<file path="src/hw/rtl/prr_pkg.sv">
// Shared types and constants of the polyphase rational resampler.
// No dependencies; every other file in this folder but prr_ram uses it by scoped name.
package prr_pkg;

  // Field and register widths
  localparam int unsigned SAMPLE_W   = 16;
  localparam int unsigned COEF_W     = 16;
  localparam int unsigned CFG_W      = 7;
  localparam int unsigned CFG_IDX_W  = 2;
  localparam int unsigned PHASE_W    = 6;
  localparam int unsigned TAP_IDX_W  = 6;

  // Storage sizes
  localparam int unsigned MAX_PHASES = 64;
  localparam int unsigned MAX_TAPS   = 64;
  localparam int unsigned TAP_ADDR_W = PHASE_W + TAP_IDX_W;
  localparam int unsigned HIST_W     = 2 * SAMPLE_W;

  // Datapath
  localparam int unsigned PROD_W     = SAMPLE_W + COEF_W;
  localparam int unsigned ACC_W      = PROD_W + 8;
  localparam int unsigned OUT_LIMIT  = 64;

  // Register indexes on the config port
  localparam logic [CFG_IDX_W-1:0] CFG_INTERP = 2'd0;
  localparam logic [CFG_IDX_W-1:0] CFG_DECIM  = 2'd1;
  localparam logic [CFG_IDX_W-1:0] CFG_TAPS   = 2'd2;

  // Request opcodes
  localparam logic OP_SAMPLE = 1'b0;
  localparam logic OP_COEF   = 1'b1;

  // Sequencer states
  typedef enum logic [1:0] {
    ST_IDLE,
    ST_MAC,
    ST_DIV,
    ST_EMIT
  } prr_state_e;

  // Divider control and result
  typedef struct packed {
    logic             start;
    logic [CFG_W-1:0] dividend;
    logic [CFG_W-1:0] divisor;
  } prr_div_req_t;

  typedef struct packed {
    logic             done;
    logic [CFG_W-1:0] quot;
    logic [CFG_W-1:0] rem;
  } prr_div_rsp_t;

  // MAC control
  typedef struct packed {
    logic clr;
    logic vld;
  } prr_mac_ctl_t;

endpackage

</file>
<file path="src/hw/rtl/prr_div.sv">
// Restoring divider, one quotient bit per cycle, for the phase/advance update.
// Depends on prr_pkg for widths and request/response structs.
module prr_div (
  input  logic                  clk_i,
  input  logic                  rst_ni,
  input  prr_pkg::prr_div_req_t req_i,
  output prr_pkg::prr_div_rsp_t rsp_o
);

  localparam int unsigned W    = prr_pkg::CFG_W;
  localparam int unsigned CNTW = $clog2(W + 1);

  logic [W:0]      rem_q;
  logic [W-1:0]    quo_q;
  logic [W-1:0]    den_q;
  logic [CNTW-1:0] cnt_q;
  logic            busy_q;
  logic            done_q;

  logic [W:0]      shifted;
  logic [W:0]      diff;
  logic            fits;

  // One shift-and-subtract step
  assign shifted = {rem_q[W-1:0], quo_q[W-1]};
  assign diff    = shifted - {1'b0, den_q};
  assign fits    = (shifted >= {1'b0, den_q});

  // Control
  always_ff @(posedge clk_i or negedge rst_ni) begin
    if (!rst_ni) begin
      busy_q <= 1'b0;
      done_q <= 1'b0;
      cnt_q  <= '0;
    end else begin
      done_q <= busy_q && (cnt_q == CNTW'(1));
      if (req_i.start) begin
        busy_q <= 1'b1;
        cnt_q  <= CNTW'(W);
      end else if (busy_q) begin
        cnt_q <= cnt_q - CNTW'(1);
        if (cnt_q == CNTW'(1)) begin
          busy_q <= 1'b0;
        end
      end
    end
  end

  // Datapath
  always_ff @(posedge clk_i) begin
    if (req_i.start) begin
      rem_q <= '0;
      quo_q <= req_i.dividend;
      den_q <= req_i.divisor;
    end else if (busy_q) begin
      rem_q <= fits ? diff : shifted;
      quo_q <= {quo_q[W-2:0], fits};
    end
  end

  assign rsp_o.done = done_q;
  assign rsp_o.quot = quo_q;
  assign rsp_o.rem  = rem_q[W-1:0];

endmodule

</file>
<file path="config.mk">
export PLATFORM = sky130hd
export DESIGN_NAME = prr_div
export DESIGN_NICKNAME = d
export VERILOG_FILES = /design/src/hw/rtl/prr_pkg.sv /design/src/hw/rtl/prr_div.sv
export SDC_FILE = /design/constraint.sdc
export NUM_CORES = 1
export LEC_CHECK = 0
export BUFFER_PORTS_ARGS = -buffer_cell sky130_fd_sc_hd__buf_2
export CORE_UTILIZATION = 40
export CTS_CLUSTER_DIAMETER = 50
export DETAILED_ROUTE_END_ITERATION = 10
export HOLD_SLACK_MARGIN = 0.03
export MAX_ROUTING_LAYER = met4
export SYNTH_ARGS = -nofsm -noshare
export SYNTH_HDL_FRONTEND = slang
export SYNTH_SLANG_ARGS = --single-unit
export TNS_END_PERCENT = 5
</file>
<file path="constraint.sdc">
create_clock -name clk_i -period 2.9 [get_ports clk_i]
set_input_delay 0.29 -clock clk_i [delete_from_list [all_inputs] [get_ports clk_i]]
set_output_delay 0.29 -clock clk_i [all_outputs]
set_load 0.05 [all_outputs]
</file>
* Word level (Yosys, flattened, before mapping)
Index checks and enable logic that the tools add are counted.
Operators by class: reduce and logical (&&, ||, !) cells 2, magnitude comparators 1, mux-type cells 8, $add $sub $neg 2, eq/ne operators 1
Operator list (count):
- 2-to-1 mux 7 bit | 3
- >= comparator 8 x 7 -> 1 bit | 1
- subtractor 7 bit | 1
- 2-to-1 mux 3 bit | 2
- == test 3 x 1 -> 1 bit, second input constant | 1
- 2-to-1 mux 1 bit | 3
- subtractor 3 x 1 -> 3 bit, second input constant | 1
- nonzero test 2 bit | 1
- logical AND 1 bit | 1
Storage, ports and cells: register bits after elaboration 26, output and inout bits 15

* Longest topological paths before layout
depth in word-level cells 4, mapped depth 9

* Worst setup path before layout
No wires, ideal clock.
path kind reg-to-reg, start point register quo_q[6], end point register rem_q[0], library setup time 0.088 ns, clock period less this slack 2.540 ns, data required time 2.812 ns, setup slack 0.360 ns, data arrival time 2.452 ns, stages on the path, launching flop included 10, cell sequence edfxtp_1 > inv_1 > ha_1 > fa_1 > nand2b_1 > a211o_1 > buf_6 > and3_1 > buf_6 > a311oi_2
Between the ends: longest elaborated chain between the ends 2
Ends and longest elaborated chain:
- start, declared | line prr_div.sv:14 | logic [W-1:0] quo_q;
- start signal, assigned | line prr_div.sv:53 | quo_q <= req_i.dividend;
- start signal, assigned | line prr_div.sv:57 | quo_q <= {quo_q[W-2:0], fits};
- subtractor 7 bit / >= comparator 8 x 7 -> 1 bit (equally long branches) | line prr_div.sv:26, prr_div.sv:27
- 2-to-1 mux 7 bit * | line prr_div.sv:56 | rem_q <= fits ? diff : shifted;
- end signal, assigned | line prr_div.sv:56
- end, declared | line prr_div.sv:13 | logic [W:0] rem_q;
Mark *: on every way between the ends. The rest lies on a longest branch, timed or not. A chain may end at the register's enable or synchronous reset.

* Worst setup path after layout
Same ends and word-level chain as after synthesis.

==> summary.txt <==
Timing
  – Fin crit share: 0.786
  – FMAX: 439 MHz
  – Setup tns final: 0 ns
  – Slew Viols, Final: 0
  – Setup-failing EPs final: 0
  – Final Hold Fails: 0
  – Min Hold Slack: approximately 0.19 ns
  – Skew final: ~0.0031 ns
  – Max-slew headroom: 0.514
  – RSZ-0062 raised after global routing: false
  – Slew @ Worst Pin: ~0.73 ns
  – Final critical-path required period: about 2.3 ns

Synth
  – Synth cell types: 46
  – Ys async rst share: 0.192
  – Number of synthesized register bits: 26
  – Biggest area consumer among synthesized cells: edfxtp_1
  – Area contributors post-synth: edfxtp_1 (27%), dfxtp_1 (8.8%), dfrtp_1 (7.9%)
  – Number of synthesized flops with an enable pin: 14
  – Syn nets: about 180
  – Syn_area_per_cell: ~11 sq um
  – Top FF cell, synth: edfxtp_1
  – Sequential area share after synthesis: 0.433
  – Mapped cell area: between 1500 and 2000 sq um
  – Synth top area share: 0.265
  – YS warnings: 0
  – Gate Count Post-Synth: 150

GRT
  – First-pass GRT wire length: 5.01 mm
  – Number of global-route vias before repair: approximately 1100
  – Antenna violations before repair: 0
  – Global Route met3 Usage: 0.0229
  – Met2 Usage GRT: 0.238
  – Global route overflow: 0
  – Top Usage Layer GRT: met2
  – Largest net degree at the start of global routing: 34
  – Global Route met1 Usage: 0.211
  – GRT Overall Usage: 0.156

Power and ir drop
  – Internal Power: between 0.8 and 0.9 mW
  – Switching part of the total: 0.406
  – Pleak: a little over 0.8 nW
  – Total Power: roughly 1.5 mW
  – Gate power share: 0.465
  – Sw power: ~0.61 mW
  – Power density over the cells: 827 nW/um^2
  – Clock Power Share: 0.198
  – Sequential share of power: 0.337
  – Peak supply drop: ~0.42 mV

Cells and area
  – NumNets Final: around 200
  – Most frequent cells in the layout: buf_2 (31), inv_1 (14), edfxtp_1 (14)
  – Antenna Cells: 0
  – Commonest non-fill, non-tap cell in the layout: buf_2
  – Area growth syn-to-layout: 14.8%
  – Fraction of layout cells with a size suffix above 1: 0.273

Clock network
  – CTS tree: built
  – H-Tree Level Count: 1
  – CTS sink count: 26
  – Postcts setup bufs: 0
  – Clock Path Buffers: 2
  – Clock transition at the registers of the reported paths: approximately 0.090 ns
  – Inserted Clock Buffers: 3
  – Clock latency on the worst-skew pair: between 0.2 and 0.3 ns
  – Root Buffer: clkbuf_8

Worst setup path
  – Crit Path Class: reg2reg
  – Crit path buf inv count: 1
  – Crit-path cells: inv_1 -> ha_1 -> fa_1 -> nand2b_1 -> a211o_1 -> and3_1 -> a311oi_2
  – Worst path required time: around 3.1 ns
  – Critical path launch point type: flop
  – Crit path max-delay family: compound AO/OA/AOI/OAI gates
  – Delay of the slowest cell on the worst path: ~0.40 ns
  – Critical Path Slowest Stage Cell: fa_1
  – Crit path arrival time: 2.47 ns
  – Worst Setup End Kind: flop
  – Worst-path fanout max: 9

Route
  – Vias per cell: between 5 and 6
  – Initial DRC count: 60
  – DRC violations left: 0
  – Total number of vias: between 1000 and 1500
  – Final WL: just under 3 mm
  – Antenna viol nets, final: 0
  – Drt first pass iters: 4
  – Average wire per standard cell: 13.3 microns

Floorplanning
  – Initial core utilization: 0.426
  – Core footprint: about 3700 sq um
  – Boundary pin count: 32
  – Die area: roughly 4200 sq um
  – Rows: 22
  – Die Y: 64.9 microns
  – Die X: around 65 microns

Flow run
  – Max-cap violations: 0

Placed design
  – Post-detail-place hpwl: 2.23 mm
  – Buffers added on ports: 31
  – RD Place Congestion: around 0.82

Hold path
  – Hold Path Class: in2reg

Status
  – Status: finished clean
## logic make-up (layout without fill, tap and decap cells)
kind of cell,Yosys count,after routing,share of synthesized area
simple gates,44,44,0.152
compound gates,36,36,0.194
flops,26,26,0.433
buf+inv,24,50,0.0719
fa+ha+maj,10,10,0.0837
mux,7,7,0.0490
xor+xnor,3,3,0.0166
## power by group through the flow
| stage | combinational, mW | clock [mW] | sequential (mW) |
|---|---|---|---|
| 6_report | 0.700 | 0.298 | 0.508 |
| 5_1_grt | 0.763 | 0.322 | 0.518 |
| 4_1_cts | 0.699 | 0.308 | 0.509 |
| 3_5_place_dp | 0.694 | 0 | 0.518 |
| 3_3_place_gp | 0.689 | 0 | 0.514 |
| 2_1_floorplan | 0.415 | 0 | 0.674 |
## repair_timing
item                                    4_1_cts  5_1_grt
endpoints found under the setup margin        0        0
hold endpoints to repair                      5        0
hold buffers                                  1        0
gates resized for setup                       0        0
## sequential cells by signal, summed over array words and instances, names as in the netlist
register / count
busy_q: 1
cnt_q: 3
den_q: 7
done_q: 1
quo_q: 7
rem_q: 7
## area by class of cell
type | count | area, sq um
fill | 357 | 1900
multi-input combinational | 100 | 785
sequential | 26 | 686
timing repair buffer | 32 | 165
tap | 48 | 60.1
inverter | 14 | 52.6
clock buffer | 3 | 41.3
clock inverter | 1 | 30.0
## cells in the mapped netlist, types with 3 or more instances
master	instances
clkbuf_1	5
inv_1	14
o21bai_1	3
o21ai_0	4
edfxtp_1	14
a41oi_1	4
mux2_2	6
nand2b_1	5
nor2_1	9
dfxtp_1	7
nor3b_1	6
dfrtp_1	5
nand2_1	7
ha_1	9
nor2b_1	6
xnor2_1	3
## layer usage
layer | share of wire | wire, microns | up-vias
met5 | 0 | 0 | -
met4 | 0.014 | 43 | 0
met3 | 0.030 | 90 | 5
met2 | 0.45 | 1360 | 23
met1 | 0.50 | 1490 | 572
li1 | - | - | 593
## worst paths after layout
kind	from	endpoint	slack, ns	cells past startpoint
min in group asynchronous	rst_ni	done_q$_DFF_PN0_	0.35	2
setup reg to reg	quo_q[6]$_DFFE_PP_	rem_q[0]$_SDFFE_PP0P_	0.62	7
setup / recovery	quo_q[6]$_DFFE_PP_	rem_q[0]$_SDFFE_PP0P_	0.62	7
hold reg to reg	cnt_q[1]$_DFFE_PN0P_	cnt_q[1]$_DFFE_PN0P_	0.53	2
hold / removal	req_i[6]	den_q[6]$_DFFE_PP_	0.19	1
max in group asynchronous	rst_ni	cnt_q[1]$_DFFE_PN0P_	2.42	2
## per-stage QoR
step,utilization,instances,instance area (sq um),worst slack [ns]
6_report,0.490,224,1820,0.620
5_1_grt,0.490,224,1820,0.503
4_1_cts,0.490,224,1820,0.634
3_5_place_dp,0.468,219,1740,0.667
3_3_place_gp,0.468,219,1740,0.698
2_1_floorplan,-,150,1580,0.360
Power figures use the tool's default switching activity.
