**src/hw/rtl/prr_pkg.sv**
```systemverilog
// Shared types and constants of the polyphase rational resampler.
// No dependencies; every other file in this folder but prr_ram uses it by scoped name.
package prr_pkg;

  // Field and register widths
  localparam int unsigned SAMPLE_W   = 16;
  localparam int unsigned COEF_W     = 16;
  localparam int unsigned CFG_W      = 7;
  localparam int unsigned CFG_IDX_W  = 2;
  localparam int unsigned PHASE_W    = 6;
  localparam int unsigned TAP_IDX_W  = 6;

  // Storage sizes
  localparam int unsigned MAX_PHASES = 64;
  localparam int unsigned MAX_TAPS   = 64;
  localparam int unsigned TAP_ADDR_W = PHASE_W + TAP_IDX_W;
  localparam int unsigned HIST_W     = 2 * SAMPLE_W;

  // Datapath
  localparam int unsigned PROD_W     = SAMPLE_W + COEF_W;
  localparam int unsigned ACC_W      = PROD_W + 8;
  localparam int unsigned OUT_LIMIT  = 64;

  // Register indexes on the config port
  localparam logic [CFG_IDX_W-1:0] CFG_INTERP = 2'd0;
  localparam logic [CFG_IDX_W-1:0] CFG_DECIM  = 2'd1;
  localparam logic [CFG_IDX_W-1:0] CFG_TAPS   = 2'd2;

  // Request opcodes
  localparam logic OP_SAMPLE = 1'b0;
  localparam logic OP_COEF   = 1'b1;

  // Sequencer states
  typedef enum logic [1:0] {
    ST_IDLE,
    ST_MAC,
    ST_DIV,
    ST_EMIT
  } prr_state_e;

  // Divider control and result
  typedef struct packed {
    logic             start;
    logic [CFG_W-1:0] dividend;
    logic [CFG_W-1:0] divisor;
  } prr_div_req_t;

  typedef struct packed {
    logic             done;
    logic [CFG_W-1:0] quot;
    logic [CFG_W-1:0] rem;
  } prr_div_rsp_t;

  // MAC control
  typedef struct packed {
    logic clr;
    logic vld;
  } prr_mac_ctl_t;

endpackage

```
**src/hw/rtl/prr_mac.sv**
```systemverilog
// Shared complex-by-real multiply-accumulate with round and saturate.
// Depends on prr_pkg for widths and the control struct.
module prr_mac (
  input  logic                                clk_i,
  input  logic                                rst_ni,
  input  prr_pkg::prr_mac_ctl_t               ctl_i,
  input  logic signed [prr_pkg::SAMPLE_W-1:0] smp_i_i,
  input  logic signed [prr_pkg::SAMPLE_W-1:0] smp_q_i,
  input  logic signed [prr_pkg::COEF_W-1:0]   coef_i,
  output logic signed [prr_pkg::SAMPLE_W-1:0] res_i_o,
  output logic signed [prr_pkg::SAMPLE_W-1:0] res_q_o
);

  localparam int unsigned PW   = prr_pkg::PROD_W;
  localparam int unsigned AW   = prr_pkg::ACC_W;
  localparam int unsigned SW   = prr_pkg::SAMPLE_W;
  localparam int unsigned SH   = prr_pkg::COEF_W - 1;
  localparam int unsigned RW   = AW - SH;

  logic              prod_v_q;
  logic signed [PW-1:0] prod_i_q;
  logic signed [PW-1:0] prod_q_q;
  logic signed [AW-1:0] acc_i_q;
  logic signed [AW-1:0] acc_q_q;

  // Add half an LSB, shift down, clip to the output width
  function automatic logic signed [SW-1:0] round_sat(input logic signed [AW-1:0] acc);
    logic [AW-1:0] r;
    logic [RW-1:0] s;
    logic          ovf;
    r   = acc + (AW'(1) << (SH - 1));
    s   = r[AW-1:SH];
    ovf = (s[RW-1:SW-1] != {(RW - SW + 1){s[SW-1]}});
    if (!ovf) begin
      round_sat = s[SW-1:0];
    end else if (s[RW-1]) begin
      round_sat = {1'b1, {(SW - 1){1'b0}}};
    end else begin
      round_sat = {1'b0, {(SW - 1){1'b1}}};
    end
  endfunction

  // Product stage
  always_ff @(posedge clk_i or negedge rst_ni) begin
    if (!rst_ni) begin
      prod_v_q <= 1'b0;
    end else begin
      prod_v_q <= ctl_i.vld;
    end
  end

  always_ff @(posedge clk_i) begin
    if (ctl_i.vld) begin
      prod_i_q <= smp_i_i * coef_i;
      prod_q_q <= smp_q_i * coef_i;
    end
  end

  // Accumulate stage
  always_ff @(posedge clk_i) begin
    if (ctl_i.clr) begin
      acc_i_q <= '0;
      acc_q_q <= '0;
    end else if (prod_v_q) begin
      acc_i_q <= acc_i_q + {{(AW - PW){prod_i_q[PW-1]}}, prod_i_q};
      acc_q_q <= acc_q_q + {{(AW - PW){prod_q_q[PW-1]}}, prod_q_q};
    end
  end

  assign res_i_o = round_sat(acc_i_q);
  assign res_q_o = round_sat(acc_q_q);

endmodule

```
**config.mk**
```make
export PLATFORM = sky130hd
export DESIGN_NAME = prr_mac
export DESIGN_NICKNAME = d
export VERILOG_FILES = /design/src/hw/rtl/prr_pkg.sv /design/src/hw/rtl/prr_mac.sv
export SDC_FILE = /design/constraint.sdc
export NUM_CORES = 2
export LEC_CHECK = 0
export BUFFER_PORTS_ARGS = -buffer_cell sky130_fd_sc_hd__buf_2
export CAP_MARGIN = 20
export CORE_ASPECT_RATIO = 1.25
export CORE_MARGIN = 5
export CORE_UTILIZATION = 31
export DETAILED_ROUTE_END_ITERATION = 6
export PLACE_DENSITY = 0.42
export SETUP_SLACK_MARGIN = 0.5
export SKIP_LAST_GASP = 1
export SYNTH_ARGS = -nofsm -noshare
export SYNTH_HDL_FRONTEND = slang
export SYNTH_SLANG_ARGS = --single-unit
```
**constraint.sdc**
```tcl
create_clock -name clk_i -period 7.5 [get_ports clk_i]
set_clock_uncertainty 0.15 [all_clocks]
set_input_delay 0.375 -clock clk_i [delete_from_list [all_inputs] [get_ports clk_i]]
set_output_delay 0.375 -clock clk_i [all_outputs]
set_load 0.02 [all_outputs]
```
Word-level counts from Yosys, hierarchy flattened. Index checks and enable logic that the tools add are counted. Widths: inputs -> output; s select.

Register bits: 145. Bits of input ports: 52.

Eq/ne operators: 2. Mux-type cells: 4. Multiply operators: 2. Add/sub/neg operators: 4.

Operators by type and width (count): $add 40x16->40 const B (2); $add 40x40->40 (2); $mul 16x16->32 (2); $mux 16 (4); $ne 9x9->1 (2).

Logic depth before layout (Yosys ltp).
Word-level depth: 3. Gate-level depth with buffers: 23.

Worst setup path after synthesis. Ideal clock, no wire load.

Kind: in2reg. Start point: input port smp_q_i[15] (netlist name). End point: register prod_q_q[31], data pin. Required time: 7.090 ns. Data arrival time: 5.988 ns. Setup time: 0.260 ns. Path buffers: 1. Stages: 20. Setup slack: 1.102 ns. Cell sequence: clkbuf_1 nand2_1 inv_1 fa_1 fa_1 fa_1 fa_1 fa_1 inv_1 fa_1 inv_1 ha_1 a21oi_1 o21ai_0 nor3_1 a211oi_1 or3_1 a31o_2 a21oi_1 xnor2_1.

Word-level cells in the longest chain between the ends: 1.

RTL lines: start, declared (line prr_mac.sv:8) `input logic signed [prr_pkg::SAMPLE_W-1:0] smp_q_i,`; $mul 16x16->32 (line prr_mac.sv:55) `prod_q_q <= smp_q_i * coef_i;`; end signal, assigned (line prr_mac.sv:55); end, declared (line prr_mac.sv:22) `logic signed [PW-1:0] prod_q_q;`.

Every way passes these cells. A chain may end at the register's enable or synchronous reset.

Final worst setup path.
Start point: input port coef_i[6] (netlist name). End point: register prod_q_q[24], data pin.

Word-level cells in the longest chain between the ends: 1.

RTL lines: start, declared (line prr_mac.sv:9) `input logic signed [prr_pkg::COEF_W-1:0] coef_i,`; $mul 16x16->32 (line prr_mac.sv:55).

Every way passes these cells.

==> results.toml <==
[run_status]
status = "finished clean"

[global_routing]
grt_usage_pct = 16.3
globalRoute.totalOverflow = 0
antenna_found_initial = 6
grt_pass1_vias = 24000
grt_max_degree = 59
grt_pass1_wl_um = 133000

[finish]
multi_input_area_mm2 = 0.0234
layout.nets = 4152
fillCellCount = 10100
final_area_mm2 = 0.0323
area_growth_syn_to_layout_pct = 8.14
layout-drive-gt1-share_pct = 5.95
regArea_mm2 = 0.00355
final_core_util_pct = 33.7

[timing]
finalSetupTns_ps = 0
slew_violations = 0
setup_viol = 0
fin_crit_ps = 6520
period_share_pct = 86.9
rsz0062_at_grt = "false"
finalHoldViolCount = 0
max_freq_mhz = 153
max-slew-margin-rel_pct = 47.3
worstMarginPinSlew_ps = 790

[worst_setup_path]
timing.rr.start = "prod_i_q[31]$_DFFE_PP_"
startpoint = "coef_i[6]"
regToRegSetupSlack_ps = 3740
crit_arrival_ps = 6550
crit_fanout = 32
cp-end-kind = "flip-flop"
reg2reg_depth = 10
rr_endpoint = "acc_i_q[38]$_SDFFE_PP0P_"
critical_path_class = "primary input to flip-flop"
crit_path_start_kind = "primary input"
crit_required_ps = 7540
endpoint = "prod_q_q[24]$_DFFE_PP_"

[clock_tree]
cts_tree = "built"
cts.sinks = 145
clock_path_buffers = 2
htree_levels = 4
root_buffer = "clkbuf_16"
cts_buffers = 17
clkSlewWorstSetupHoldPaths_ps = 70
insertion_delay_ps = 460

[floorplan]
fp-row-count = 127
ios = 84
dieArea_mm2 = 0.103
die_w_um = 288
core_area_mm2 = 0.0958
dieHeight_um = 357
start_util_pct = 31.2

[hold_path]
hp-class = "primary input to async pin"

[logic_synthesis]
synth_top_area_cell = "fa_1"
syn_area_mm2 = 0.0299
synth_edf_count = 64
ys_ff_latch = 145
syn_area_per_cell_um2 = 9.02
yosysSeqAreaShare_pct = 11.9
synth_cell_type_count = 95
synthFlopType = "dfxtp_1"
synthArstFlopShare_pct = 0.690
ys_warn_count = 0
synth_fp_nets = 4134
synthCells = 3312
netlist.area_leader.share_pct = 35.3
synthTopCellsByArea = "fa_1, ha_1, inv_1, edfxtp_1, and2_1"

[detailed_routing]
drc_errors = 0
wl_met3_um = 2260
drt-pass1-iter-count = 7
wl_per_cell_um = 17.6
met1_length_um = 37300
ant_nets = 0
vias_per_cell = 4.76
routed_wl_um = 81800
top_layer = "met5"
dr_wl_met2_um = 41000
drt-initial-drc-count = 944
num_vias = 22100

[place]
place_congestion = 0.779
port_buffers = 83
hpwl_um = 67900
postPlaceCellArea_mm2 = 0.0317

[run]
cap_violations = 0
what timing repair did:
| item | in CTS | in global routing |
|---|---|---|
| hold buffers | 1 | 0 |
| gates resized for setup | 0 | 1 |
| setup endpoints to repair | 0 | 1 |
| hold endpoints to repair | 1 | 0 |
| buffers inserted | 0 | 0 |
cell families after synthesis:
family | Yosys count | share of synthesized area, %
XOR/XNOR | 158 | 4.66
AO/OA/AOI/OAI | 445 | 10.1
AND/OR/NAND/NOR | 983 | 16.6
flip-flops | 145 | 11.9
multiplexers | 51 | 1.72
adder cells (fa/ha/maj) | 770 | 45.5
buffers and inverters | 760 | 9.63
worst min path at each step:
| stage | slack (ps) | cells after the start | endpoint | start |
|---|---|---|---|---|
| 6_report | 80 | 2 | prod_v_q$_DFF_PN0_ | rst_ni |
| 5_1_grt | 80 | 2 | prod_v_q$_DFF_PN0_ | rst_ni |
| 4_1_cts | 60 | 2 | prod_v_q$_DFF_PN0_ | rst_ni |
| 3_5_place_dp | 10 | 1 | prod_v_q$_DFF_PN0_ | rst_ni |
| 3_3_place_gp | 20 | 1 | prod_v_q$_DFF_PN0_ | rst_ni |
| 2_1_floorplan | -70 | 0 | prod_v_q$_DFF_PN0_ | rst_ni |
layout by cell type, fill, tap and decap left out, types with 11 or more instances in the layout:
cell type / count
a211oi_1: 17
a21o_1: 52
a21oi_1: 110
a21oi_2: 11
a31oi_1: 24
and2_1: 260
and3_1: 20
buf_2: 81
buf_4: 34
clkbuf_16: 17
dfxtp_1: 80
edfxtp_1: 64
fa_1: 526
ha_1: 244
inv_1: 639
mux2i_1: 49
nand2_1: 333
nand2b_1: 25
nand3_1: 57
nand4_1: 18
nor2_1: 152
nor2b_1: 11
nor3_1: 33
o211ai_1: 15
o21ai_0: 82
o21ai_1: 12
or3_1: 13
xnor2_1: 105
xor2_1: 52
state kept, by name, summed over array words and instances, names as in the netlist:
| signal | cells |
|---|---|
| prod_v_q | 1 |
| prod_q_q | 32 |
| acc_q_q | 40 |
| acc_i_q | 40 |
| prod_i_q | 32 |
layout make-up:
class / instances / area share, %
Antenna cell: 2 / 0.0155
Clock buffer: 18 / 1.36
Clock inverter: 14 / 0.407
Inverter: 640 / 7.44
Multi-Input combinational cell: 2407 / 72.6
Sequential cell: 145 / 11.0
Tap cell: 1290 / 5.00
Timing Repair Buffer: 119 / 2.20
critical path, stage by stage:
cell       delay (ps)
buf_2             430
and2_1            230
fa_1              410
inv_1              80
fa_1              460
fa_1              500
fa_1              540
inv_1              50
fa_1              500
fa_1              410
ha_1              360
a21o_1            200
a2111o_1          400
a21o_1            180
a41oi_1           290
nand2b_1          260
a21oi_1           130
o41ai_2           350
mux2i_1           240
o2111ai_1         150
through the flow:
step,hold slack (ps),std cells,worst slack (ps)
after CTS,63.1,4632,951
after floorplan,-70.6,3312,1100
after detailed placement,13.2,4599,465
final,84.7,4635,984
after global placement,15.4,4599,519
after global routing,77.1,4633,552
per-layer routing:
metal  vias to the layer above  track usage [%]
met4                         4             2.89
met3                        68             1.35
met1                     11200             21.6
met5                         -                0
li1                      10500                -
met2                       289             29.5
cell usage after synthesis (24+ instances only):
library cell and number:
a21o_1 52, a21oi_1 110, a31oi_1 24, and2_1 260, clkbuf_1 103, dfxtp_1 80, edfxtp_1 64, fa_1 526
ha_1 244, inv_1 639, mux2i_1 49, nand2_1 333, nand2b_1 25, nand3_1 57, nor2_1 152, nor3_1 33
o21ai_0 82, xnor2_1 105, xor2_1 52
Power is not shown: default switching activity piles up to over one toggle a cycle in this logic, so the estimate is an artifact.
