File: src/hw/rtl/prr_ram.sv
// Generic single-write, single-read RAM with registered read data.
// No dependencies.
module prr_ram #(
  parameter int unsigned WIDTH = 16,
  parameter int unsigned DEPTH = 64,
  localparam int unsigned AW   = (DEPTH > 1) ? $clog2(DEPTH) : 1
) (
  input  logic             clk_i,
  input  logic             we_i,
  input  logic [AW-1:0]    waddr_i,
  input  logic [WIDTH-1:0] wdata_i,
  input  logic [AW-1:0]    raddr_i,
  output logic [WIDTH-1:0] rdata_o
);

  logic [WIDTH-1:0] mem_q [DEPTH];
  logic [WIDTH-1:0] rdata_q;

  // Write port and registered read port
  always_ff @(posedge clk_i) begin
    if (we_i) begin
      mem_q[waddr_i] <= wdata_i;
    end
    rdata_q <= mem_q[raddr_i];
  end

  assign rdata_o = rdata_q;

endmodule

File: config.mk
export PLATFORM = sky130hd
export DESIGN_NAME = prr_ram
export DESIGN_NICKNAME = d
export VERILOG_FILES = /design/src/hw/rtl/prr_ram.sv
export SDC_FILE = /design/constraint.sdc
export NUM_CORES = 1
export LEC_CHECK = 0
export BUFFER_PORTS_ARGS = -buffer_cell sky130_fd_sc_hd__buf_4
export CELL_PAD_IN_SITES_DETAIL_PLACEMENT = 1
export CELL_PAD_IN_SITES_GLOBAL_PLACEMENT = 2
export CORE_AREA = 5 5 287 289
export DETAILED_ROUTE_END_ITERATION = 8
export DIE_AREA = 0 0 292 294
export GPL_TIMING_DRIVEN = 0
export PLACE_DENSITY = 0.78
export SLEW_MARGIN = 20
export SYNTH_ARGS = -nofsm -noshare
export SYNTH_HDL_FRONTEND = slang
export SYNTH_SLANG_ARGS = --single-unit
File: constraint.sdc
create_clock -name clk_i -period 2.3 [get_ports clk_i]
set_clock_uncertainty 0.05 [all_clocks]
set_input_delay 0 -clock clk_i [delete_from_list [all_inputs] [get_ports clk_i]]
set_output_delay 0 -clock clk_i [all_outputs]
set_load 0.02 [all_outputs]
# --- Yosys cells after proc, flatten, opt, wreduce, memory -nomap -nowiden ---
# Memory sizes are Yosys's and may differ from the RTL's. A register that Yosys moved wholly into a read port is not among the register bits.
# Index checks and enable logic that the tools add are counted.
op_classes:
  muxes: 2
op_table:
  columns: ["operator", "n"]
  rows:
  - ["$mux W1", 2]
totals:
  regBits: 0
  mem_bits_rw: 1024
  in_bits: 30
  output_inout_bits: 16
  wordCells: 3
  memories: 1
mem_list:
  columns: ["memory", "words", "word_bits", "read_ports", "rd_clocked_by_memory_dff", "wr", "line_no", "rtl"]
  rows:
  - ["mem_q", 64, 16, 1, 1, 1, "16", "logic [WIDTH-1:0] mem_q [DEPTH];"]

# --- Logic depth before layout (Yosys ltp) ---
# Gate-level depths: netlist (run 1).
logic_depth:
  word_depth: 2
  mapped_depth: 10
  mapped_depth_nobuf: 5

# --- Least setup slack after synthesis (run 1) ---
# Ideal clock, no wire load.
synth_path:
  path_kind: "input -> register"
  startpoint: "input port waddr_i[3]"
  endpoint: "memory mem_q[48][0], enable pin"
  setup_ps: 409
  arrival_ps: 1626
  t_required_ps: 1841
  setup_slack_ps: 215
  stages: 4
  n_path_buf: 1
  path_cell_list: "clkbuf_1 nor2b_1 nand4b_1 nor3_1"
synth_rtl:
  columns: ["item", "line_no", "rtl"]
  rows:
  - ["start, declared", "10", "input logic [AW-1:0] waddr_i,"]
  - ["end, declared", "16", null]
# No word-level cell before the write port.

# --- Worst setup path in the final report (run 1) ---
layout_path:
  startpoint: "input port waddr_i[0]"
  endpoint: "memory mem_q[62][0], enable pin"
# No word-level cell before the write port.

==> impl_results.md, run 1 <==
- DR WL met2: roughly 53000 µm
- H-tree Lvls: 3
- Peak VDD IR: 0.625 mV
- CTS Buf Count: 105
- Reg2reg end: rdata_o[13]
- Pwr Density: 864 nW/µm²
- Clk slew on worst S/H paths: 0.06 ns
- Crit path from: waddr_i[0]
- Die Wd: slightly below 300 µm
- Final Max Slew Viols: 0
- Failing checks: setup timing
- Crit end category: flop
- CP Data Required Time: around 2.6 ns
- CP startpoint kind: primary input
- Clock latency on the worst-skew pair: ~0.67 ns
- Ys flop type: edfxtp_1
- # rows: about 100
- CTS tree: built
- Outcome: finished, violations left
- Root buf cell: clkbuf_16
- Routed length per instance: 34.0 µm
- Critical path arrival: between 2 and 3 ns
- Met1 wire length: 43100 µm
- Actual slew at the worst max-slew pin: 0.997 ns
- CP max-delay cell: nor2_2
- Worst min-delay path class: in2reg
- Synth async-reset ratio: 0%
- Via Count: 20100
- Global-route wire length before repair: 156000 µm
- Slew HR: 33.3%
- Unrepaired setup endpoints after global routing: yes
- Post-place setup slack: -0.686 ns
- Hold-critical path endpoint: mem_q[50][5]
- FMAX: approximately 420 MHz
- DRC: 0
- Final Cycle Share: 104%
- Max-Cap Viols: 0
- Placed inst area: around 43000 µm²
- CP bufs+invs: 3
- CP Class: in2reg
- Post-Syn Area: approximately 40000 µm²
- Layout area overhead: 15.6%
- Final WL: approximately 110000 µm
- Synth warnings: 0
- Share of layout cells above drive strength 1: 30.6%
- Number of global-route vias before repair: 21100
- Static leakage: 14.7 nW
- Core Region: approximately 80000 µm²
- Final min period: 2.40 ns
- Seq cells post-synth: 1040
- Pin count of the biggest net entering global routing: 65
- Die height: between 200 and 300 µm
- Hold wc startpoint: waddr_i[1]
- Drt via density: 6.27
- Fin Setup TNS: -2.23 ns
- Final Setup Violations: 45
- Setup WS post-layout: -0.0959 ns
- Mapped Avg Cell Area: 21.9 µm²
- CP Cell Sequence: dlygate4sd3_1, buf_4, nor2b_1, nand3_1, nor2_2, buf_6
- R2R cell count: 5
- Drt first pass iters: 5
- Post-route ant nets: 0
- Clock tree buffer depth: 3
- R2r setup slk: -0.01 ns
- Met3 wire length: 8820 µm
- Hold path depth: 3
- Crit Path Max Fanout: 11
- GRT overflow: 0
- DR top layer: met5
- Initial antenna violation count: 4
- Post-synth EDFFs: 1024
- Synth Instances: roughly 1800
- Seq/Total Area, Yosys: 77.6%
- DRT iter0 DRCs: 2421
- Layout Cells excl Fill: 3207
- Mapped Nets: 1859
- Hold_ws: roughly 0.045 ns
- RePlAce Congestion: about 0.85
- Die area: 85800 µm²
- Final nets: around 2100
- All-layer global routing usage: 25.4%
- Hpwl dp: around 70000 µm
- Post-synth cell types: 43
- Fin area: 46300 µm²
- Clock sinks: 1040
- Reg2reg start: mem_q[19][13]
- Initial Utilization: 50.3%
- Fin. Hold Viols: 0
- Number of I/O port buffers: 38
- Family with the most delay on the worst path: simple AND/OR/NAND/NOR gates
- Number of I/O pins: 46
- Slowest stage delay, CP: 0.74 ns
- Cells after DPL: 2990
[per-stage QoR]
| step | util (%) | power [W] |
|---|---|---|
| final | 58.1 | 0.0400 |
| after global routing | 58.1 | 0.0413 |
| after CTS | 58.1 | 0.0402 |
| after detailed placement | 53.5 | 0.0237 |
| after global placement | 52.3 | 0.0235 |
| after floorplan | - | 0.0225 |
[cell families after synthesis]
group,share of synthesized area (%)
multiplexers,15.5
buffers and inverters,1.83
AO/OA/AOI/OAI,2.41
AND/OR/NAND/NOR,2.65
flip-flops,77.6
[worst register-to-register path, stage by stage (launching register included)]
cell and delay [ns]:
edfxtp_1 0.40, mux4_2 0.47, mux2i_1 0.33, a22oi_1 0.16, a31oi_1 0.57, a311oi_1 0.17
[how the worst max path moves through the flow]
| stage | to | slack, ns | cells past startpoint |
|---|---|---|---|
| 2_1_floorplan | mem_q[48][0] | 0.22 | 4 |
| 3_3_place_gp | mem_q[5][9] | -1.02 | 4 |
| 3_5_place_dp | rdata_o[3] | -0.69 | 8 |
| 4_1_cts | rdata_o[13] | 0.004 | 4 |
| 5_1_grt | mem_q[14][11] | -0.07 | 6 |
| 6_report | mem_q[62][0] | -0.1 | 6 |
[cell usage in the layout, fill, tap and decap left out, types with 6 or more instances in the layout]
cell type / netlist / routed
nand3_1: 24 / 24
clkinv_2: 0 / 20
buf_2: 36 / 35
dlygate4sd3_1: 0 / 20
clkbuf_1: 24 / 55
a22o_1: 6 / 6
edfxtp_1: 1024 / 1024
a211oi_1: 8 / 8
buf_6: 17 / 51
a21oi_1: 17 / 17
a221o_1: 6 / 6
bufinv_16: 0 / 8
dfxtp_1: 16 / 16
nand4_1: 12 / 12
buf_8: 3 / 30
nand2_1: 59 / 59
buf_4: 13 / 53
clkinv_1: 0 / 16
mux2_2: 27 / 27
clkbuf_16: 0 / 109
a22oi_1: 39 / 39
a211o_1: 8 / 8
nor2b_1: 30 / 30
nor2_2: 2 / 63
a311oi_1: 8 / 8
mux2i_1: 85 / 81
nor2_1: 72 / 10
mux4_2: 220 / 220
a221oi_1: 16 / 15
[layer usage]
layer | up-vias | track usage, %
li1 | 8170 | -
met1 | 10800 | 34.8
met2 | 909 | 41.5
met3 | 175 | 5.16
met4 | 2 | 8.80
met5 | - | 0
[timing repair]
item | in CTS | in global routing
hold buffers | 20 | 0
cloned | 0 | 0
resized for setup | 9 | 7
setup endpoints to repair | 7 | 44
hold endpoints to repair | 1026 | 0
buffers inserted | 0 | 0
[registers in the layout (all words and copies together), names as in the netlist]
| register | flops |
|---|---|
| mem_q | 1024 |
| rdata_o | 16 |
[synth_stat cells (6+ instances only)]
cell      count  area, µm²
a211o_1       8       70.1
a211oi_1      8       60.1
a21oi_1      17       85.1
a221o_1       6       60.1
a221oi_1     16        140
a22o_1        6       52.6
a22oi_1      39        293
a311oi_1      8       70.1
a31oi_1       8       50.1
buf_2        36        180
buf_4        13       97.6
buf_6        17        191
clkbuf_1     24       90.1
dfxtp_1      16        320
edfxtp_1   1024      30700
mux2_2       27        304
mux2i_1      85        851
mux4_2      220       4950
nand2_1      59        221
nand3_1      24        120
nand4_1      12       75.1
nor2_1       72        270
nor2b_1      30        188
[final cells by class]
cell class / instances / area [µm²]
timing repair buffer: 121 / 1290
fill: 6734 / 33400
buffer: 104 / 736
tap: 1060 / 1330
clock buffer: 143 / 2890
clock inverter: 52 / 475
sequential: 1040 / 31100
antenna: 2 / 5.00
multi-input combinational: 685 / 8490
[power breakdown]
group	switching, W	internal (W)
combinational	0.00149	0.000792
sequential	0.0000430	0.0210
clock	0.00703	0.00967
No activity file was read; power rests on OpenSTA's default activity.
==> run 2, diff against run 1 <==
Settings changed: HOLD_SLACK_MARGIN from default to 0.06.
==> run 2 against run 1 <==
  * The flow still finishes with violations (setup timing)
  * Sequential power is essentially flat
  * Count of clock-buffer cells in the layout is the same
  * Critical path type unchanged
  * Via count is essentially flat
  * Hold slack gained 0.041 ns
  * Sequential cell count is the same
  * Combinational power is essentially flat
==> impl_results.md, run 2 (same netlist as run 1, synthesis figures left out) <==
- Area occupied by multi-input gates: 8490 µm² (unchanged)
- Clk slew on worst S/H paths: 0.06 ns (about the same)
- Final Cycle Share: 104% (-0.42 points)
- Routed length per instance: 33.9 µm (-0.26%)
- Final Max Slew Viols: 0 (unchanged)
- Outcome: finished, violations left
- Core Region: 79600 µm² (unchanged)
- Slew HR: 33.7% (+0.41 points)
- Failing checks: setup timing
- Clock latency on the worst-skew pair: 0.67 ns (about the same)
- Setup WS post-layout: -0.0863 ns (+0.00955 ns)
- CP max-delay cell: nor2_2
- CP Data Required Time: 2.61 ns (about the same)
- CP Class: in2reg
- Initial antenna violation count: 4 (unchanged)
- Number of I/O pins: 46 (unchanged)
- Actual slew at the worst max-slew pin: 0.991 ns (-0.00620 ns)
- Hold wc startpoint: waddr_i[2]
- Share of layout cells above drive strength 1: 30.5% (-0.057 points)
- FMAX: 419 MHz (+0.40%)
- Via Count: 20100 (-0.030%)
- Commonest cells after routing, fill and taps aside: 1024 x edfxtp_1, 220 x mux4_2, 109 x clkbuf_16
- Number of global-route vias before repair: 21100 (-0.0047%)
- Final min period: 2.39 ns (-0.00955 ns)
- Die Wd: 292 µm (unchanged)
- Commonest non-fill, non-tap cell in the layout: edfxtp_1
- Largest Register: mem_q
- Pin count of the biggest net entering global routing: 65 (unchanged)
- Root buf cell: clkbuf_16
- Family with the most delay on the worst path: simple AND/OR/NAND/NOR gates
- Die area: 85800 µm² (unchanged)
- CP Cell Sequence: dlygate4sd3_1, buf_4, nor2b_1, nand3_1, nor2_2, buf_6
- Final nets: 2091 (+0.19%)
- Crit Path Max Fanout: 11 (unchanged)
- Final Setup Violations: 40 (-11%)
- Post-route ant nets: 0 (unchanged)
- Static leakage: 14.7 nW (+0.11%)
- Postcts setup bufs: 0 (unchanged)
- Peak VDD IR: 0.623 mV (-0.25%)
- Fill cell count: 6736 (+0.030%)
- Unrepaired setup endpoints after global routing: yes
- Critical path arrival: 2.69 ns (about the same)
- Max-Cap Viols: 0 (unchanged)
- Drt via density: 6.26 (-0.15%)
- DRC: 0 (unchanged)
- Pwr Density: 864 nW/µm² (about the same)
- Final WL: 109000 µm (-0.14%)
- DRT iter0 DRCs: 2432 (+0.45%)
- # rows: 104 (unchanged)
- CP bufs+invs: 3 (unchanged)
- Slowest stage delay, CP: 0.74 ns (about the same)
- CTS Buf Count: 105 (unchanged)
- Number of I/O port buffers: 38 (unchanged)
- Storage element area: 31100 µm² (unchanged)
- Largest register FFs: 1024 (unchanged)
- Reg2reg start: mem_q[7][4]
- H-tree Lvls: 3 (unchanged)
- CP startpoint kind: primary input
- RePlAce Congestion: 0.855 (unchanged)
- Clock sinks: 1040 (unchanged)
- Crit end category: flop
- Clock tree buffer depth: 3 (unchanged)
- All-layer global routing usage: 25.5% (about the same)
- Hpwl dp: 72100 µm (unchanged)
- R2r setup slk: 0.02 ns (+0.03 ns)
- Die height: 294 µm (unchanged)
- CTS tree: built
- Fin. Hold Viols: 0 (unchanged)
- Crit path from: waddr_i[0]
- Hold_ws: 0.0856 ns (+0.0406 ns)
- Worst min-delay path class: in2reg
- Initial Utilization: 50.3% (unchanged)
- Global-route wire length before repair: 156000 µm (about the same)
- Fin Setup TNS: -1.90 ns (+0.327 ns)
- GRT overflow: 0 (unchanged)
- Drt first pass iters: 5 (unchanged)
- Layout area overhead: 15.7% (about the same)
[run 2: worst paths after layout]
kind / end / cells past startpoint
setup reg to reg: rdata_o[4] / 5
hold / removal: mem_q[52][8] / 3
setup / recovery: mem_q[62][9] / 6
hold reg to reg: rdata_o[1] / 3
[run 2: what timing repair did]
| action | 4_1_cts | 5_1_grt |
|---|---|---|
| endpoints found under the hold margin | 1054 | 0 |
| hold buffers | 24 | 0 |
| cloned | 0 | 0 |
| gates resized for setup | 9 | 7 |
| setup endpoints to repair | 7 | 49 |
[run 2: power by group]
part           leakage (nW)  switching [W]  total [W]  internal (W)
logic                  3.70        0.00149    0.00228      0.000795
clock network          1.64        0.00702     0.0167       0.00967
registers              9.35      0.0000429     0.0210        0.0210
[run 2: worst reg2reg max path: cells and delay by family, from the launching register on]
kind	cells	cell delay (ns)
flip-flops	1	0.38
multiplexers	2	0.87
AO/OA/AOI/OAI	3	0.80
[run 2: metal layers]
metal | global-route usage (%) | vias to the layer above | part of all wire, %
met5 | 0 | - | 0.016
met4 | 8.50 | 2 | 3.4
met3 | 5.03 | 176 | 8.2
met2 | 41.7 | 956 | 49
met1 | 34.9 | 10800 | 39
li1 | - | 8170 | -
[run 2: layout make-up]
class,instances,area share [%]
clock inverter,52,1.03
sequential,1040,67.1
antenna,2,0.0108
multi-input combinational,685,18.3
timing repair buffer,125,2.87
tap,1060,2.86
clock buffer,143,6.23
buffer,104,1.59
[run 2: stage by stage]
| step | util, % | instance area (µm²) | total power, W | cells | setup slack [ns] |
|---|---|---|---|---|---|
| floorplan | - | 40000 | 0.0225 | 1829 | 0.215 |
| global placement | 52.3 | 41700 | 0.0235 | 2927 | -1.02 |
| detailed placement | 53.5 | 42600 | 0.0237 | 2990 | -0.686 |
| CTS | 58.1 | 46300 | 0.0402 | 3209 | 0.00370 |
| global route | 58.2 | 46300 | 0.0413 | 3209 | -0.0931 |
| finish | 58.2 | 46300 | 0.0400 | 3211 | -0.0863 |
==> run 3, diff against run 2 <==
Settings changed: RECOVER_POWER from default to 100.
==> run 3 against run 2 <==
  * The flow finishes with violations (capacitance limit, slew limit, setup timing)
  * Register-to-register slack is essentially flat
  * Critical path depth did not move
  * Non-clock buffer count unchanged
  * Die area unchanged
  * Count of clock-buffer cells in the layout unchanged
  * Sequential share of layout area rose by 0.15 points
  * Critical path type unchanged
  * Total power is essentially flat
  * Via count is essentially flat
  * Utilization fell by 0.13 points
==> impl_results.md, run 3 (same netlist as run 1, synthesis figures left out) <==
- Outcome: finished, violations left
- Failing checks: capacitance limit, slew limit, setup timing
- Fin. Hold Viols: 0 (unchanged)
- Initial Utilization: 50.3% (unchanged)
- Final WL: 109000 µm (+0.24%)
- Final Cycle Share: 104% (-0.15 points)
- Crit Path Max Fanout: 11 (unchanged)
- Final min period: 2.38 ns (-0.00340 ns)
- Actual slew at the worst max-slew pin: 1.67 ns (+0.678 ns)
- Slew HR: -11.3% (-45 points)
- Commonest non-fill, non-tap cell in the layout: edfxtp_1
- Clock sinks: 1040 (unchanged)
- Fin area: 46200 µm² (-0.22%)
- Unrepaired setup endpoints after global routing: yes
- CP Class: in2reg
- Post-route ant nets: 0 (unchanged)
- Pwr Density: 866 nW/µm² (+0.25%)
- CTS tree: built
- Number of global-route vias before repair: 21100 (unchanged)
- Clock latency on the worst-skew pair: 0.67 ns (about the same)
- Family with the most delay on the worst path: simple AND/OR/NAND/NOR gates
- Clock tree buffer depth: 3 (unchanged)
- Final Max Slew Viols: 966 (+966)
- GRT overflow: 0 (unchanged)
- Core Region: 79600 µm² (unchanged)
- Die area: 85800 µm² (unchanged)
- Crit end category: flop
- Max-Cap Viols: 14 (+14)
- Peak VDD IR: 0.625 mV (+0.32%)
- Die Wd: 292 µm (unchanged)
- CP max-delay cell: nor2_2
- Die height: 294 µm (unchanged)
- Clk slew on worst S/H paths: 0.06 ns (about the same)
- Largest register FFs: 1024 (unchanged)
- Commonest cells after routing, fill and taps aside: 1024 x edfxtp_1, 220 x mux4_2, 109 x clkbuf_16
- Worst min-delay path class: in2reg
- Global-route wire length before repair: 156000 µm (unchanged)
- FMAX: 420 MHz (+0.14%)
- Initial antenna violation count: 4 (unchanged)
- Slowest stage delay, CP: 0.74 ns (about the same)
- CP startpoint kind: primary input
- Root buf cell: clkbuf_16
- Critical Path Stages: 6 (unchanged)
- Drt via density: 6.26 (about the same)
- Number of I/O pins: 46 (unchanged)
- Placed inst area: 42600 µm² (unchanged)
- RePlAce Congestion: 0.855 (unchanged)
- Critical path arrival: 2.69 ns (about the same)
- Final nets: 2091 (unchanged)
- H-tree Lvls: 3 (unchanged)
- CP bufs+invs: 3 (unchanged)
- CTS Buf Count: 105 (unchanged)
- Total Power: 0.0400 W (about the same)
- Final Setup Violations: 50 (+25%)
- CP Data Required Time: 2.61 ns (about the same)
- Pin count of the biggest net entering global routing: 65 (unchanged)
- Setup WS post-layout: -0.0830 ns (+0.00340 ns)
- Fin Setup TNS: -2.28 ns (-0.375 ns)
- Hold path depth: 3 (unchanged)
- Hpwl dp: 72100 µm (unchanged)
- DRT iter0 DRCs: 2409 (-0.95%)
- DRC: 0 (unchanged)
- Drt first pass iters: 5 (unchanged)
- Via Count: 20100 (+0.065%)
- All-layer global routing usage: 25.5% (unchanged)
- Layout area overhead: 15.4%
- Util after Layout: 58.0% (-0.13 points)
- Largest Register: mem_q
- Static leakage: 14.6 nW (-0.46%)
- R2R cell count: 5 (unchanged)
- Number of I/O port buffers: 38 (unchanged)
- # rows: 104 (unchanged)
- CP Cell Sequence: dlygate4sd3_1, buf_4, nor2b_1, nand3_1, nor2_2, buf_6
- Share of layout cells above drive strength 1: 29.7% (-0.79 points)
- Routed length per instance: 34.0 µm (+0.24%)
run 3: cell types whose count changed in the layout (fill, tap and decap cells not counted), sizes merged:
cell    previous run  this run
buf              177       145
clkbuf           171       203
run 3: per-layer routing:
metal	wire length, µm	up-vias	global-route usage [%]	part of all wire (%)
li1	-	8177	-	-
met1	42800	10800	34.9	39
met2	53500	929	41.7	49
met3	9130	171	5.03	8.4
met4	3730	2	8.50	3.4
met5	3	-	0	0.0027
run 3: area by class of cell:
cell class	instances	area, µm²
multi-input cells	685	8490
clock buffers	143	2890
well taps	1060	1330
plain buffers	104	736
flip-flops and latches	1040	31100
clock inverters	52	475
repair buffers	125	1230
diodes	2	5.00
fillers	6742	33400
run 3: worst paths after layout:
path	startpoint	to	slack [ns]
worst max-delay path	waddr_i[0]	mem_q[62][9]	-0.08
worst min-delay path	waddr_i[2]	mem_q[52][6]	0.05
worst max register to register	mem_q[19][13]	rdata_o[13]	0.01
worst min register to register	mem_q[50][1]	rdata_o[1]	0.95
run 3: what timing repair did:
action / in CTS / in global routing
hold endpoints to repair: 1054 / 0
resized for setup: 9 / 7
buffers inserted: 0 / 0
setup endpoints to repair: 7 / 49
hold buffers: 24 / 0
cloned: 0 / 0
run 3: metrics by stage:
stage                     hold slack (ns)  instances  worst slack (ns)
after floorplan                    0.0489       1829             0.215
after global placement              0.365       2927             -1.02
after detailed placement            0.367       2990            -0.686
after CTS                          0.0614       3209           0.00370
after global routing               0.0874       3209           -0.0931
final                              0.0549       3211           -0.0830
run 3: where the power goes:
group / internal (W) / switching [W] / total [W]
clock: 0.00967 / 0.00705 / 0.0167
combinational: 0.000753 / 0.00149 / 0.00224
sequential: 0.0210 / 0.0000424 / 0.0210
total: 0.0314 / 0.00858 / 0.0400
run 3: worst reg2reg max path: cells and delay by family, from the launching register on:
kind	cells	cell delay, ns
AOI/OAI and AO/OA	3	0.89
muxes	2	0.80
DFF	1	0.39
